<file path="config.mk">
export PLATFORM = sky130hd
export DESIGN_NAME = quadrature_time_setter
export DESIGN_NICKNAME = d
export VERILOG_FILES = /design/src/rtl/qts_pkg.sv /design/src/rtl/qts_step.sv /design/src/rtl/quadrature_time_setter.sv
export SDC_FILE = /design/constraint.sdc
export NUM_CORES = 1
export LEC_CHECK = 0
export BUFFER_PORTS_ARGS = -buffer_cell sky130_fd_sc_hd__buf_2
export CAP_MARGIN = 25
export CORE_UTILIZATION = 45
export CTS_CLUSTER_DIAMETER = 30
export CTS_CLUSTER_SIZE = 10
export DETAILED_ROUTE_END_ITERATION = 7
export MAX_ROUTING_LAYER = met4
export SLEW_MARGIN = 5
export SYNTH_ARGS = -nofsm -noshare
export SYNTH_HDL_FRONTEND = slang
export SYNTH_SLANG_ARGS = --single-unit
</file>
<file path="constraint.sdc">
create_clock -name clk -period 3.7 [get_ports clk]
set_input_delay 1.11 -clock clk [delete_from_list [all_inputs] [get_ports clk]]
set_output_delay 1.11 -clock clk [all_outputs]
set_load 0.05 [all_outputs]
</file>
<file path="src/rtl/qts_pkg.sv">
// ----------------------------------------------------------------------------
// qts_pkg
// Shared types and codes for the quadrature time setter: edit target codes
// and the packed time and result records passed between modules.
// ----------------------------------------------------------------------------
package qts_pkg;

    // edit target codes as written through the configuration port
    typedef enum logic [2:0] {
        TGT_NONE         = 3'd0,
        TGT_DAY          = 3'd1,
        TGT_HOUR         = 3'd2,
        TGT_MINUTE       = 3'd3,
        TGT_ALARM_HOUR   = 3'd4,
        TGT_ALARM_MINUTE = 3'd5
    } qts_target_t;

    localparam logic [2:0] DAY_LAST    = 3'd6;
    localparam logic [1:0] HOUR_TENS_LAST = 2'd2;
    localparam logic [3:0] HOUR_ONES_LAST = 4'd3;
    localparam logic [2:0] MIN_TENS_LAST  = 3'd5;
    localparam logic [3:0] ONES_LAST      = 4'd9;

    // one bcd hour pair
    typedef struct packed {
        logic [1:0] tens;
        logic [3:0] ones;
    } qts_hour_t;

    // one bcd minute pair
    typedef struct packed {
        logic [2:0] tens;
        logic [3:0] ones;
    } qts_minute_t;

    // all settable values
    typedef struct packed {
        logic [2:0]  day;
        qts_hour_t   hour;
        qts_minute_t minute;
        qts_hour_t   alarm_hour;
        qts_minute_t alarm_minute;
    } qts_time_t;

    // one result beat
    typedef struct packed {
        logic      moved;
        logic      turn_up;
        qts_time_t values;
    } qts_result_t;

endpackage

</file>
<file path="src/rtl/qts_step.sv">
// ----------------------------------------------------------------------------
// qts_step
// Next-state logic for one pin sample: quadrature decode, direction, and
// the wrapped up/down step of the selected time value.
// ----------------------------------------------------------------------------
module qts_step (
    input  logic                pin_a,
    input  logic                pin_b,
    input  logic [1:0]          quad_pos,
    input  logic                dir,
    input  logic [2:0]          target,
    input  qts_pkg::qts_time_t  values,
    output logic [1:0]          quad_pos_next,
    output logic                dir_next,
    output logic                moved,
    output qts_pkg::qts_time_t  values_next
);
    import qts_pkg::*;

    // bcd hour step, 23 wraps to 00 and back
    function automatic qts_hour_t step_hour(input qts_hour_t h, input logic up);
        qts_hour_t r;
        r = h;
        if (up)
        begin
            if (h.tens >= HOUR_TENS_LAST && h.ones >= HOUR_ONES_LAST)
            begin
                r.tens = 2'd0;
                r.ones = 4'd0;
            end
            else if (h.ones >= ONES_LAST)
            begin
                r.tens = h.tens + 2'd1;
                r.ones = 4'd0;
            end
            else
            begin
                r.ones = h.ones + 4'd1;
            end
        end
        else
        begin
            if (h.ones == 4'd0)
            begin
                if (h.tens == 2'd0)
                begin
                    r.tens = HOUR_TENS_LAST;
                    r.ones = HOUR_ONES_LAST;
                end
                else
                begin
                    r.tens = h.tens - 2'd1;
                    r.ones = ONES_LAST;
                end
            end
            else
            begin
                r.ones = h.ones - 4'd1;
            end
        end
        return r;
    endfunction

    // bcd minute step, 59 wraps to 00 and back
    function automatic qts_minute_t step_minute(input qts_minute_t m, input logic up);
        qts_minute_t r;
        r = m;
        if (up)
        begin
            if (m.ones >= ONES_LAST)
            begin
                r.ones = 4'd0;
                r.tens = (m.tens >= MIN_TENS_LAST) ? 3'd0 : m.tens + 3'd1;
            end
            else
            begin
                r.ones = m.ones + 4'd1;
            end
        end
        else
        begin
            if (m.ones == 4'd0)
            begin
                r.tens = (m.tens == 3'd0) ? MIN_TENS_LAST : m.tens - 3'd1;
                r.ones = ONES_LAST;
            end
            else
            begin
                r.ones = m.ones - 4'd1;
            end
        end
        return r;
    endfunction

    // quadrature decode, the first matching transition wins
    always_comb
    begin
        quad_pos_next = quad_pos;
        dir_next      = dir;
        unique case (quad_pos)
            2'd0:
            begin
                priority if (pin_a)
                begin
                    quad_pos_next = 2'd1;
                    dir_next      = 1'b1;
                end
                else if (pin_b)
                begin
                    quad_pos_next = 2'd2;
                    dir_next      = 1'b0;
                end
                else
                begin
                    quad_pos_next = quad_pos;
                    dir_next      = dir;
                end
            end
            2'd1:
            begin
                priority if (!pin_a)
                begin
                    quad_pos_next = 2'd0;
                    dir_next      = 1'b0;
                end
                else if (pin_b)
                begin
                    quad_pos_next = 2'd3;
                    dir_next      = 1'b1;
                end
                else
                begin
                    quad_pos_next = quad_pos;
                    dir_next      = dir;
                end
            end
            2'd2:
            begin
                priority if (pin_a)
                begin
                    quad_pos_next = 2'd3;
                    dir_next      = 1'b0;
                end
                else if (!pin_b)
                begin
                    quad_pos_next = 2'd0;
                    dir_next      = 1'b1;
                end
                else
                begin
                    quad_pos_next = quad_pos;
                    dir_next      = dir;
                end
            end
            default:
            begin
                priority if (!pin_a)
                begin
                    quad_pos_next = 2'd2;
                    dir_next      = 1'b1;
                end
                else if (!pin_b)
                begin
                    quad_pos_next = 2'd1;
                    dir_next      = 1'b0;
                end
                else
                begin
                    quad_pos_next = quad_pos;
                    dir_next      = dir;
                end
            end
        endcase
    end

    assign moved = (quad_pos_next != quad_pos);

    // step the selected value when the encoder moved
    always_comb
    begin
        values_next = values;
        if (moved)
        begin
            unique case (target)
                TGT_DAY:
                begin
                    if (dir_next)
                        values_next.day = (values.day >= DAY_LAST) ? 3'd0 : values.day + 3'd1;
                    else
                        values_next.day = (values.day == 3'd0) ? DAY_LAST : values.day - 3'd1;
                end
                TGT_HOUR:         values_next.hour = step_hour(values.hour, dir_next);
                TGT_MINUTE:       values_next.minute = step_minute(values.minute, dir_next);
                TGT_ALARM_HOUR:   values_next.alarm_hour = step_hour(values.alarm_hour, dir_next);
                TGT_ALARM_MINUTE:
                    values_next.alarm_minute = step_minute(values.alarm_minute, dir_next);
                default:          values_next = values;
            endcase
        end
    end

endmodule

</file>
<file path="src/rtl/quadrature_time_setter.sv">
// Results are registered, via the skid entry while the output is held.
// Throughput: one sample per cycle while sample_ready is high; decode and
// digit step are short combinational logic between the state and result registers.
// A two-entry output (result register plus skid) keeps samples flowing while
// one result waits; sample_ready drops only when both entries are full.
// Reset (rst_n low, async): position 0, clockwise, all values 00, target none.
// ----------------------------------------------------------------------------
// quadrature_time_setter
// Rotary encoder front end that steps day, clock time or alarm time in BCD.
// ----------------------------------------------------------------------------
module quadrature_time_setter (
    input  logic       clk,
    input  logic       rst_n,
    // configuration write channel
    input  logic       cfg_valid,
    output logic       cfg_ready,
    input  logic [2:0] edit_target,
    // sample channel
    input  logic       sample_valid,
    output logic       sample_ready,
    input  logic       pin_a,
    input  logic       pin_b,
    // result channel
    output logic       result_valid,
    input  logic       result_ready,
    output logic       moved,
    output logic       turn_up,
    output logic [2:0] day_value,
    output logic [1:0] hour_tens,
    output logic [3:0] hour_ones,
    output logic [2:0] minute_tens,
    output logic [3:0] minute_ones,
    output logic [1:0] alarm_hour_tens,
    output logic [3:0] alarm_hour_ones,
    output logic [2:0] alarm_minute_tens,
    output logic [3:0] alarm_minute_ones
);
    import qts_pkg::*;

    logic [2:0]  target_reg;
    logic [1:0]  quad_pos_reg;
    logic [1:0]  quad_pos_next;
    logic        dir_reg;
    logic        dir_next;
    logic        moved_next;
    qts_time_t   values_reg;
    qts_time_t   values_next;
    qts_result_t result_next;
    qts_result_t out_reg;
    qts_result_t skid_reg;
    logic        out_valid_reg;
    logic        skid_valid_reg;
    logic        sample_beat;

    assign cfg_ready    = 1'b1;
    assign sample_ready = !skid_valid_reg;
    assign sample_beat  = sample_valid && sample_ready;

    // configuration register
    always_ff @(posedge clk or negedge rst_n)
    begin
        if (!rst_n)
            target_reg <= TGT_NONE;
        else if (cfg_valid)
            target_reg <= edit_target;
    end

    // per-sample next state
    qts_step u_step (
        .pin_a         (pin_a),
        .pin_b         (pin_b),
        .quad_pos      (quad_pos_reg),
        .dir           (dir_reg),
        .target        (target_reg),
        .values        (values_reg),
        .quad_pos_next (quad_pos_next),
        .dir_next      (dir_next),
        .moved         (moved_next),
        .values_next   (values_next)
    );

    assign result_next = '{moved: moved_next, turn_up: dir_next, values: values_next};

    // encoder and time state
    always_ff @(posedge clk or negedge rst_n)
    begin
        if (!rst_n)
        begin
            quad_pos_reg <= 2'd0;
            dir_reg      <= 1'b1;
            values_reg   <= '0;
        end
        else if (sample_beat)
        begin
            quad_pos_reg <= quad_pos_next;
            dir_reg      <= dir_next;
            values_reg   <= values_next;
        end
    end

    // result register and skid entry
    always_ff @(posedge clk or negedge rst_n)
    begin
        if (!rst_n)
        begin
            out_valid_reg  <= 1'b0;
            skid_valid_reg <= 1'b0;
        end
        else if (!out_valid_reg || result_ready)
        begin
            if (skid_valid_reg)
            begin
                out_valid_reg  <= 1'b1;
                skid_valid_reg <= 1'b0;
            end
            else
            begin
                out_valid_reg <= sample_beat;
            end
        end
        else if (sample_beat)
        begin
            skid_valid_reg <= 1'b1;
        end
    end

    // result payload, no reset needed
    always_ff @(posedge clk)
    begin
        if (!out_valid_reg || result_ready)
        begin
            if (skid_valid_reg)
                out_reg <= skid_reg;
            else if (sample_beat)
                out_reg <= result_next;
        end
        else if (sample_beat)
        begin
            skid_reg <= result_next;
        end
    end

    assign result_valid      = out_valid_reg;
    assign moved             = out_reg.moved;
    assign turn_up           = out_reg.turn_up;
    assign day_value         = out_reg.values.day;
    assign hour_tens         = out_reg.values.hour.tens;
    assign hour_ones         = out_reg.values.hour.ones;
    assign minute_tens       = out_reg.values.minute.tens;
    assign minute_ones       = out_reg.values.minute.ones;
    assign alarm_hour_tens   = out_reg.values.alarm_hour.tens;
    assign alarm_hour_ones   = out_reg.values.alarm_hour.ones;
    assign alarm_minute_tens = out_reg.values.alarm_minute.tens;
    assign alarm_minute_ones = out_reg.values.alarm_minute.ones;

`ifndef SYNTHESIS
    // skid entry only fills behind a held result
    a_skid_behind_out: assert property (@(posedge clk) disable iff (!rst_n)
        skid_valid_reg |-> out_valid_reg)
        else $error("skid entry valid without result register");

    // a held result is never dropped
    a_result_held: assert property (@(posedge clk) disable iff (!rst_n)
        result_valid && !result_ready |=> result_valid)
        else $error("result dropped while stalled");

    // a sample beat always leaves a result valid next cycle
    a_sample_yields: assert property (@(posedge clk) disable iff (!rst_n)
        sample_beat |=> result_valid)
        else $error("sample beat produced no result");

    // day, hour tens, minute digits and alarm minute tens stay within their ranges
    a_value_range: assert property (@(posedge clk) disable iff (!rst_n)
        values_reg.day <= DAY_LAST && values_reg.hour.tens <= HOUR_TENS_LAST &&
        values_reg.minute.tens <= MIN_TENS_LAST && values_reg.minute.ones <= ONES_LAST &&
        values_reg.alarm_minute.tens <= MIN_TENS_LAST)
        else $error("time value out of range");
`endif

endmodule

</file>
# Yosys cells after proc, flatten, opt, wreduce, memory -nomap -nowiden
# Index checks and enable logic that the tools add are counted.
[classes] addsub=18 n_lt_le_gt_ge=11 eq_ne=8 n_mux=60 bitwise=1 reduce_logical=20
[op_table] cell="two-way mux 31 bit" count=2
[op_table] cell="two-way mux 6 bit" count=8
[op_table] cell="two-way mux 3 bit" count=12
[op_table] cell="two-way mux 4 bit" count=8
[op_table] cell="two-way mux 29 bit" count=1
[op_table] cell="two-way mux 7 bit" count=4
[op_table] cell="two-way mux 2 bit" count=12
[op_table] cell="adder 4 x 1 -> 4 bit, second input constant" count=4
[op_table] cell="greater-or-equal comparator 4 bit, second input constant" count=4
[op_table] cell="logical NOT 4 bit" count=4
[op_table] cell="subtractor 4 x 1 -> 4 bit, second input constant" count=4
[op_table] cell="two-way mux 1 bit" count=11
[op_table] cell="adder 3 x 1 -> 3 bit, second input constant" count=3
[op_table] cell="greater-or-equal comparator 3 bit, second input constant" count=3
[op_table] cell="logical NOT 3 bit" count=3
[op_table] cell="subtractor 3 x 1 -> 3 bit, second input constant" count=3
[op_table] cell="greater-or-equal comparator 4 x 2 -> 1 bit, second input constant" count=2
[op_table] cell="equality test 3 x 2 -> 1 bit, second input constant" count=2
[op_table] cell="equality test 3 bit, second input constant" count=2
[op_table] cell="logical NOT 2 bit" count=3
[op_table] cell="one-hot mux 2 bit (3 select lines)" count=1
[op_table] cell="adder 2 x 1 -> 2 bit, second input constant" count=2
[op_table] cell="greater-or-equal comparator 2 bit, second input constant" count=2
[op_table] cell="AND reduction 2 bit" count=2
[op_table] cell="other kinds (11)" count=16
[word_totals] regBits=99 output_inout_bits=34 word_cells=154

# Logic depth before layout (Yosys ltp)
# Gate-level depths: netlist of run 1.
[depth] depth_word=8 ltp_mapped=9

# Hierarchy
# A second synthesis of run 1 with hierarchy kept.
[hier_totals] cells_unflattened=466 hier_area_um2=5600.4
[by_module_without_submodules] mod="quadrature_time_setter" n_inst=1 cells_per_inst=183 area_each_um2=3768.6 seq_area_each_um2=2788.9
[by_module_without_submodules] mod="qts_step" n_inst=1 cells_per_inst=283 area_each_um2=1831.8 seq_area_each_um2=0.0

# Worst setup path after synthesis of run 1
# Ideal clock, no wire load.
[synth_path] path_kind="input -> register" startpoint="input sample_valid" endpoint="register skid_reg[0] in the netlist's numbering (enable)" setup_time_ps=419 arrival_time_ps=2865 t_required_ps=3281 path_slack_ps=416 path_stages=4 path_cell_list="nand2_1 clkbuf_1 clkbuf_1 nor2_1"
[synth_via] elab_chain_cells=2
[synth_lines] item="from (decl)" line_no="quadrature_time_setter.sv:19" text="input logic sample_valid,"
[synth_lines] item="logical AND 1 bit" line_no="quadrature_time_setter.sv:57" text="assign sample_beat = sample_valid && sample_ready;"
[synth_lines] item="AND reduction 2 bit (no line)"
[synth_lines] item="to (signal assigned)" line_no="quadrature_time_setter.sv:139" text="skid_reg <= result_next;"
[synth_lines] item="to (decl)" line_no="quadrature_time_setter.sv:50" text="qts_result_t skid_reg;"
# Every way passes these cells.
# A chain may end at the register's enable or synchronous reset.

==> impl_metrics.env, run 1 <==
export IMPL_io_pins=44
export IMPL_yosysWarnings=0
export IMPL_first_pass_iters=4
export IMPL_critPathCaptureType="flop"
export IMPL_initial_core_util=0.464
export IMPL_globalRouteOverflowTotal=0
export IMPL_classification_of_the_worst_slack_hold_path="reg -> reg"
export IMPL_antenna_cells=0
export IMPL_clkSinkCount=99
export IMPL_power_ir_vdd_worst_mv=0.344
export IMPL_synth_top_cells_by_area="sky130_fd_sc_hd__edfxtp_1 32%, sky130_fd_sc_hd__dfrtp_1 15%, sky130_fd_sc_hd__ha_1 6.4%"
export IMPL_yosys_cell_types_count=86
export IMPL_fmaxAchievable_mhz=327
export IMPL_initialDrtViolationCount=243
export IMPL_maxSlewViolCount=0
export IMPL_min_period_ns=3.06
export IMPL_synth_enable_flop_cells=62
export IMPL_synth_seq_area_share=0.472
export IMPL_clkLatencyLatePin_ns=0.36
export IMPL_final_setup_skew_ns=0.00744
export IMPL_multi_input_logic_area_um2=2830
export IMPL_wire_length_of_the_first_global_routing_pass_mm=21.5
export IMPL_largest_net_degree_at_the_start_of_global_routing=38
export IMPL_worst_path_stages=8
export IMPL_route_detailed_drc=0
export IMPL_floorplan_die_height_um=117
export IMPL_reg2regPathDepth=7
export IMPL_first_global_vias=4151
export IMPL_clk_transition_reported_paths_ns=0.07
export IMPL_whs_path_depth=1
export IMPL_power_density_nw_per_um2=765
export IMPL_drt_antenna_violating_nets=0
export IMPL_die_area_um2=13600
export IMPL_critPathSlowestCell="sky130_fd_sc_hd__o21ai_4"
export IMPL_nNetsFinal=634
export IMPL_critical_path_class="in -> reg"
export IMPL_setup_viol=0
export IMPL_htree_levels=3
export IMPL_timing_critical_path_arrival_ns=3.17
export IMPL_cap_viol_max_count=0
export IMPL_synth_net_count=601
export IMPL_ys_async_sr_fraction=0.374
export IMPL_post_route_cells_drive_above_1_share=0.192
export IMPL_p_leak_nw=2.57
export IMPL_post_cts_gate_resize_count=0
export IMPL_critical_path_cell_chain="buf_2 > o21ai_1 > nand2b_1 > o21ai_4 > inv_4 > nor3_2 > o311ai_2 > mux2_1"
export IMPL_io_buffer_count=42
export IMPL_area_overhead_vs_synth_pct=10.8
export IMPL_placement_rows=41
export IMPL_viasPerCell=5.65
export IMPL_cts_root_to_sink_buffers=2
export IMPL_antenna_found_initial=0
export IMPL_cpLargestDelayFamily="compound AO/OA/AOI/OAI gates"
export IMPL_gp_routability_congestion=0.883
export IMPL_critPathMaxStageDelay_ns=0.42
export IMPL_grt_use_met2=0.336
export IMPL_drt_wl_total_mm=13.2
export IMPL_largest_reg_flops=31
export IMPL_worst_path_buf_inv=2
export IMPL_layout_cells_non_filler=771
export IMPL_number_of_storage_elements_in_the_synthesis_netlist=99
export IMPL_totalNegativeSetupSlack_ns=0
export IMPL_cts_root_buffer_cell="sky130_fd_sc_hd__clkbuf_16"
export IMPL_hold_viol=0
export IMPL_max_slew_worst_pin_slew_ns=1.06
export IMPL_synth_top_cell_by_area="sky130_fd_sc_hd__edfxtp_1"
export IMPL_placed_cells=754
export IMPL_grt_peak_use_layer="met2"
export IMPL_via_count=4356
export IMPL_worst_setup_path_start_kind="primary input"
export IMPL_timing_slew_headroom=0.291
export IMPL_rsz0062_at_grt="false"
export IMPL_fp_dieW_um=117
export IMPL_yosys_area_top_type_share=0.315
export IMPL_global_route_usage_total=0.217
export IMPL_regToRegSetupSlack_ns=1.03
export IMPL_ctsHoldBuffers=0
export IMPL_detailed_place_hpwl_mm=8.88
export IMPL_timing_final_crit_share=0.826
export IMPL_layout_filler_cells=1179
export IMPL_mostFrequentLayoutCell="sky130_fd_sc_hd__edfxtp_1"
export IMPL_run_status="finished clean"
export IMPL_synthesis_area_um2=5900
export IMPL_tritoncts_clock_tree="built"
export IMPL_core_area_um2=12700
export IMPL_layout_cells_most_common_list="62 x sky130_fd_sc_hd__edfxtp_1, 49 x sky130_fd_sc_hd__nand2_1, 42 x sky130_fd_sc_hd__o21ai_0, 42 x sky130_fd_sc_hd__buf_2, 37 x sky130_fd_sc_hd__a21oi_1"
export IMPL_grt_met1_usage=0.287
export IMPL_use_met3=0.0389
export IMPL_critical_path_peak_fanout=36
export IMPL_cts_buffers_inserted=9
export IMPL_postSynthCellCount=561
export IMPL_routed_wire_length_per_instance_um=17.2
export IMPL_total_power_mw=5.01
export IMPL_timing_critical_path_required_ns=3.82
export IMPL_sequential_cell_area_um2=2790
export IMPL_dominantRegCellSynth="sky130_fd_sc_hd__edfxtp_1"
export IMPL_cts_post_setup_buffers_inserted=0
export IMPL_synth_avg_cell_area_um2=10.5
worst reg2reg max path: stages (launching register included):
cell and delay [ns]:
sky130_fd_sc_hd__dfrtp_1 0.49, sky130_fd_sc_hd__inv_1 0.10, sky130_fd_sc_hd__ha_1 0.23, sky130_fd_sc_hd__or3b_1 0.47, sky130_fd_sc_hd__a221oi_4 0.34, sky130_fd_sc_hd__o21ai_2 0.15
sky130_fd_sc_hd__a221o_1 0.40, sky130_fd_sc_hd__mux2_4 0.26
per-layer routing:
| metal | vias to the layer above | share of wire |
|---|---|---|
| met5 | - | 0 |
| met4 | 0 | 0.016 |
| met3 | 15 | 0.036 |
| met2 | 68 | 0.47 |
| met1 | 2131 | 0.48 |
| li1 | 2142 | - |
report_power, final:
group	internal [mW]	switching (mW)
clock	0.527	0.407
combinational	0.846	1.38
sequential	1.53	0.319
layout make-up:
| type | count | share of cell area |
|---|---|---|
| clock buffers | 15 | 0.0379 |
| well taps | 172 | 0.0329 |
| clock inverters | 1 | 0.00459 |
| repair buffers | 50 | 0.0451 |
| flip-flops and latches | 99 | 0.426 |
| multi-input cells | 399 | 0.433 |
| inverters | 35 | 0.0205 |
cells in the mapped netlist, types with 4 or more instances:
master,instances
sky130_fd_sc_hd__ha_1,30
sky130_fd_sc_hd__nand2_1,49
sky130_fd_sc_hd__o31ai_1,10
sky130_fd_sc_hd__nand3_1,13
sky130_fd_sc_hd__nand2b_1,14
sky130_fd_sc_hd__nor2_1,36
sky130_fd_sc_hd__a311oi_1,4
sky130_fd_sc_hd__buf_2,5
sky130_fd_sc_hd__inv_1,34
sky130_fd_sc_hd__buf_6,4
sky130_fd_sc_hd__a21oi_1,37
sky130_fd_sc_hd__o21ai_0,42
sky130_fd_sc_hd__edfxtp_1,62
sky130_fd_sc_hd__mux2i_1,13
sky130_fd_sc_hd__nor3b_1,4
sky130_fd_sc_hd__a31oi_1,6
sky130_fd_sc_hd__nor3_1,14
sky130_fd_sc_hd__and3_1,4
sky130_fd_sc_hd__o21ai_1,6
sky130_fd_sc_hd__mux2_2,24
sky130_fd_sc_hd__clkbuf_1,15
sky130_fd_sc_hd__dfrtp_1,36
path summary, 6_finish.rpt:
path / end / start
min reg2reg: values_reg[24] / values_reg[24]
min: values_reg[24] / values_reg[24]
max: alarm_minute_tens[1] / pin_b
min in group asynchronous: values_reg[3] / rst_n
max reg2reg: alarm_hour_tens[0] / values_reg[7]
max in group asynchronous: dir_reg / rst_n
stage by stage:
step	setup slack [ns]	utilization	hold WS [ns]	instance area, µm²
finish	0.645	0.514	0.507	6550
global route	0.474	0.514	0.541	6550
CTS	0.666	0.513	0.510	6530
detailed placement	0.291	0.491	0.495	6250
global placement	0.439	0.491	0.474	6250
floorplan	0.416	-	0.456	5900
kinds of logic (layout without fill, tap and decap cells):
family	after synthesis	count (layout)	synth area share
adders and majority gates	30	30	0.0636
DFF	99	99	0.472
muxes	42	42	0.0805
xor gates and xnor gates	6	6	0.0102
AOI/OAI and AO/OA	158	158	0.185
buffers and inverters	63	101	0.0481
and+or+nand+nor	162	162	0.139
other	1	1	0.000635
(Power assumes the default switching activity.)
==> run 2, diff against run 1 <==
Clock period 3.7 ns to 3 ns, I/O delays scaled along.
==> impl_metrics.env, run 2 (synthesis results as in run 1) <==
export IMPL_cpLargestDelayFamily="compound AO/OA/AOI/OAI gates"
export IMPL_via_count=4334
export IMPL_fp_dieW_um=117
export IMPL_initial_core_util=0.464
export IMPL_first_global_vias=4100
export IMPL_final_setup_skew_ns=0.0108
export IMPL_tritoncts_clock_tree="built"
export IMPL_post_route_cell_area_um2=6610
export IMPL_area_overhead_vs_synth_pct=12.0
export IMPL_critical_path_cell_chain="inv_1 > ha_1 > or3b_1 > a221oi_4 > o21ai_2 > a221o_1 > mux2_4"
export IMPL_rsz0062_at_grt="false"
export IMPL_critPathCaptureType="flop"
export IMPL_clkLatencyLatePin_ns=0.35
export IMPL_first_pass_iters=4
export IMPL_max_slew_worst_pin_slew_ns=0.628
export IMPL_cap_viol_max_count=0
export IMPL_die_area_um2=13600
export IMPL_drt_antenna_violating_nets=0
export IMPL_dpl_instance_area_um2=6320
export IMPL_cts_root_to_sink_buffers=2
export IMPL_setup_viol=0
export IMPL_sequential_cell_area_um2=2790
export IMPL_cts_root_buffer_cell="sky130_fd_sc_hd__clkbuf_16"
export IMPL_critPathSlowestCell="sky130_fd_sc_hd__dfrtp_1"
export IMPL_timing_final_crit_share=0.873
export IMPL_postLayoutSetupSlackWorst_ns=0.380
export IMPL_post_route_cells_drive_above_1_share=0.207
export IMPL_critPathMaxStageDelay_ns=0.51
export IMPL_largest_net_degree_at_the_start_of_global_routing=31
export IMPL_critical_path_peak_fanout=10
export IMPL_core_area_um2=12700
export IMPL_cts_post_setup_buffers_inserted=0
export IMPL_drt_wl_total_mm=12.7
export IMPL_antenna_cells=0
export IMPL_floorplan_die_height_um=117
export IMPL_power_density_nw_per_um2=934
export IMPL_worst_hold_slack_ns=0.451
export IMPL_worst_setup_path_start_kind="flop"
export IMPL_globalRouteOverflowTotal=0
export IMPL_antenna_found_initial=0
export IMPL_clk_transition_reported_paths_ns=0.07
export IMPL_run_status="finished clean"
export IMPL_dpl_worst_slack_ns=0.0662
export IMPL_hold_viol=0
export IMPL_viasPerCell=5.56
export IMPL_nNetsFinal=643
export IMPL_min_period_ns=2.62
export IMPL_worst_path_buf_inv=1
export IMPL_maxSlewViolCount=0
export IMPL_timing_critical_path_required_ns=3.11
export IMPL_totalNegativeSetupSlack_ns=0
export IMPL_fmaxAchievable_mhz=382
export IMPL_critical_path_class="reg -> reg"
export IMPL_route_detailed_drc=0
export IMPL_layout_filler_cells=1182
export IMPL_io_buffer_count=42
export IMPL_multi_input_logic_area_um2=2830
export IMPL_timing_critical_path_arrival_ns=2.73
export IMPL_post_cts_gate_resize_count=0
export IMPL_cts_buffers_inserted=9
export IMPL_classification_of_the_worst_slack_hold_path="in -> async"
export IMPL_global_route_usage_total=0.209
export IMPL_largest_reg_flops=31
export IMPL_timing_slew_headroom=0.578
export IMPL_routed_wire_length_per_instance_um=16.2
export IMPL_layout_cells_most_common_list="62 x sky130_fd_sc_hd__edfxtp_1, 49 x sky130_fd_sc_hd__nand2_1, 42 x sky130_fd_sc_hd__o21ai_0, 42 x sky130_fd_sc_hd__buf_2, 37 x sky130_fd_sc_hd__a21oi_1"
export IMPL_initialDrtViolationCount=276
export IMPL_io_pins=44
export IMPL_gp_routability_congestion=0.884
export IMPL_ctsHoldBuffers=0
export IMPL_power_ir_vdd_worst_mv=0.552
export IMPL_mostFrequentLayoutCell="sky130_fd_sc_hd__edfxtp_1"
export IMPL_total_power_mw=6.17
export IMPL_p_leak_nw=2.62
export IMPL_clkSinkCount=99
export IMPL_wire_length_of_the_first_global_routing_pass_mm=20.9
export IMPL_placement_rows=41
export IMPL_detailed_place_hpwl_mm=8.76
export IMPL_htree_levels=3
run 2: layer usage:
layer,GRT usage,up-vias,wire length (µm)
li1,-,2157,-
met1,0.261,2091,5950
met2,0.338,75,6020
met3,0.0514,11,557
met4,0.0540,0,130
met5,-,-,0
run 2: stage by stage:
step           cells  utilization
3_5_place_dp     764        0.497
3_3_place_gp     764        0.497
4_1_cts          780        0.520
2_1_floorplan    561            -
6_report         780        0.520
5_1_grt          780        0.520
run 2: power breakdown:
group          switching, mW  internal, mW  leakage (nW)
clock network          0.489         0.666         0.141
logic                   1.67          1.08          1.43
registers              0.378          1.89          1.05
total                   2.53          3.64          2.62
run 2: layout make-up:
class                   instances  share of cell area
clock buffers                  13              0.0379
clock inverters                 3             0.00587
inverters                      35              0.0202
multi-input cells             399               0.429
flip-flops and latches         99               0.422
well taps                     172              0.0326
repair buffers                 59              0.0530
run 2: worst register-to-register path, cell delays in order (launching register included):
cell                       delay [ns]
sky130_fd_sc_hd__dfrtp_1         0.51
sky130_fd_sc_hd__inv_1           0.11
sky130_fd_sc_hd__ha_1            0.23
sky130_fd_sc_hd__or3b_1          0.46
sky130_fd_sc_hd__a221oi_4        0.30
sky130_fd_sc_hd__o21ai_2         0.13
sky130_fd_sc_hd__a221o_1         0.38
sky130_fd_sc_hd__mux2_4          0.26
run 2: final timing paths:
| check | start | endpoint | slack, ns | depth (start not counted) |
|---|---|---|---|---|
| worst max-delay path | values_reg[7] | alarm_hour_tens[0] | 0.38 | 7 |
| worst min-delay path | rst_n | values_reg[18] | 0.45 | 1 |
| worst max register to register | values_reg[7] | alarm_hour_tens[0] | 0.38 | 7 |
| worst min register to register | values_reg[24] | values_reg[24] | 0.50 | 1 |
| max in group asynchronous | rst_n | values_reg[21] | 1.97 | 2 |
| min in group clk | values_reg[24] | values_reg[24] | 0.50 | 1 |
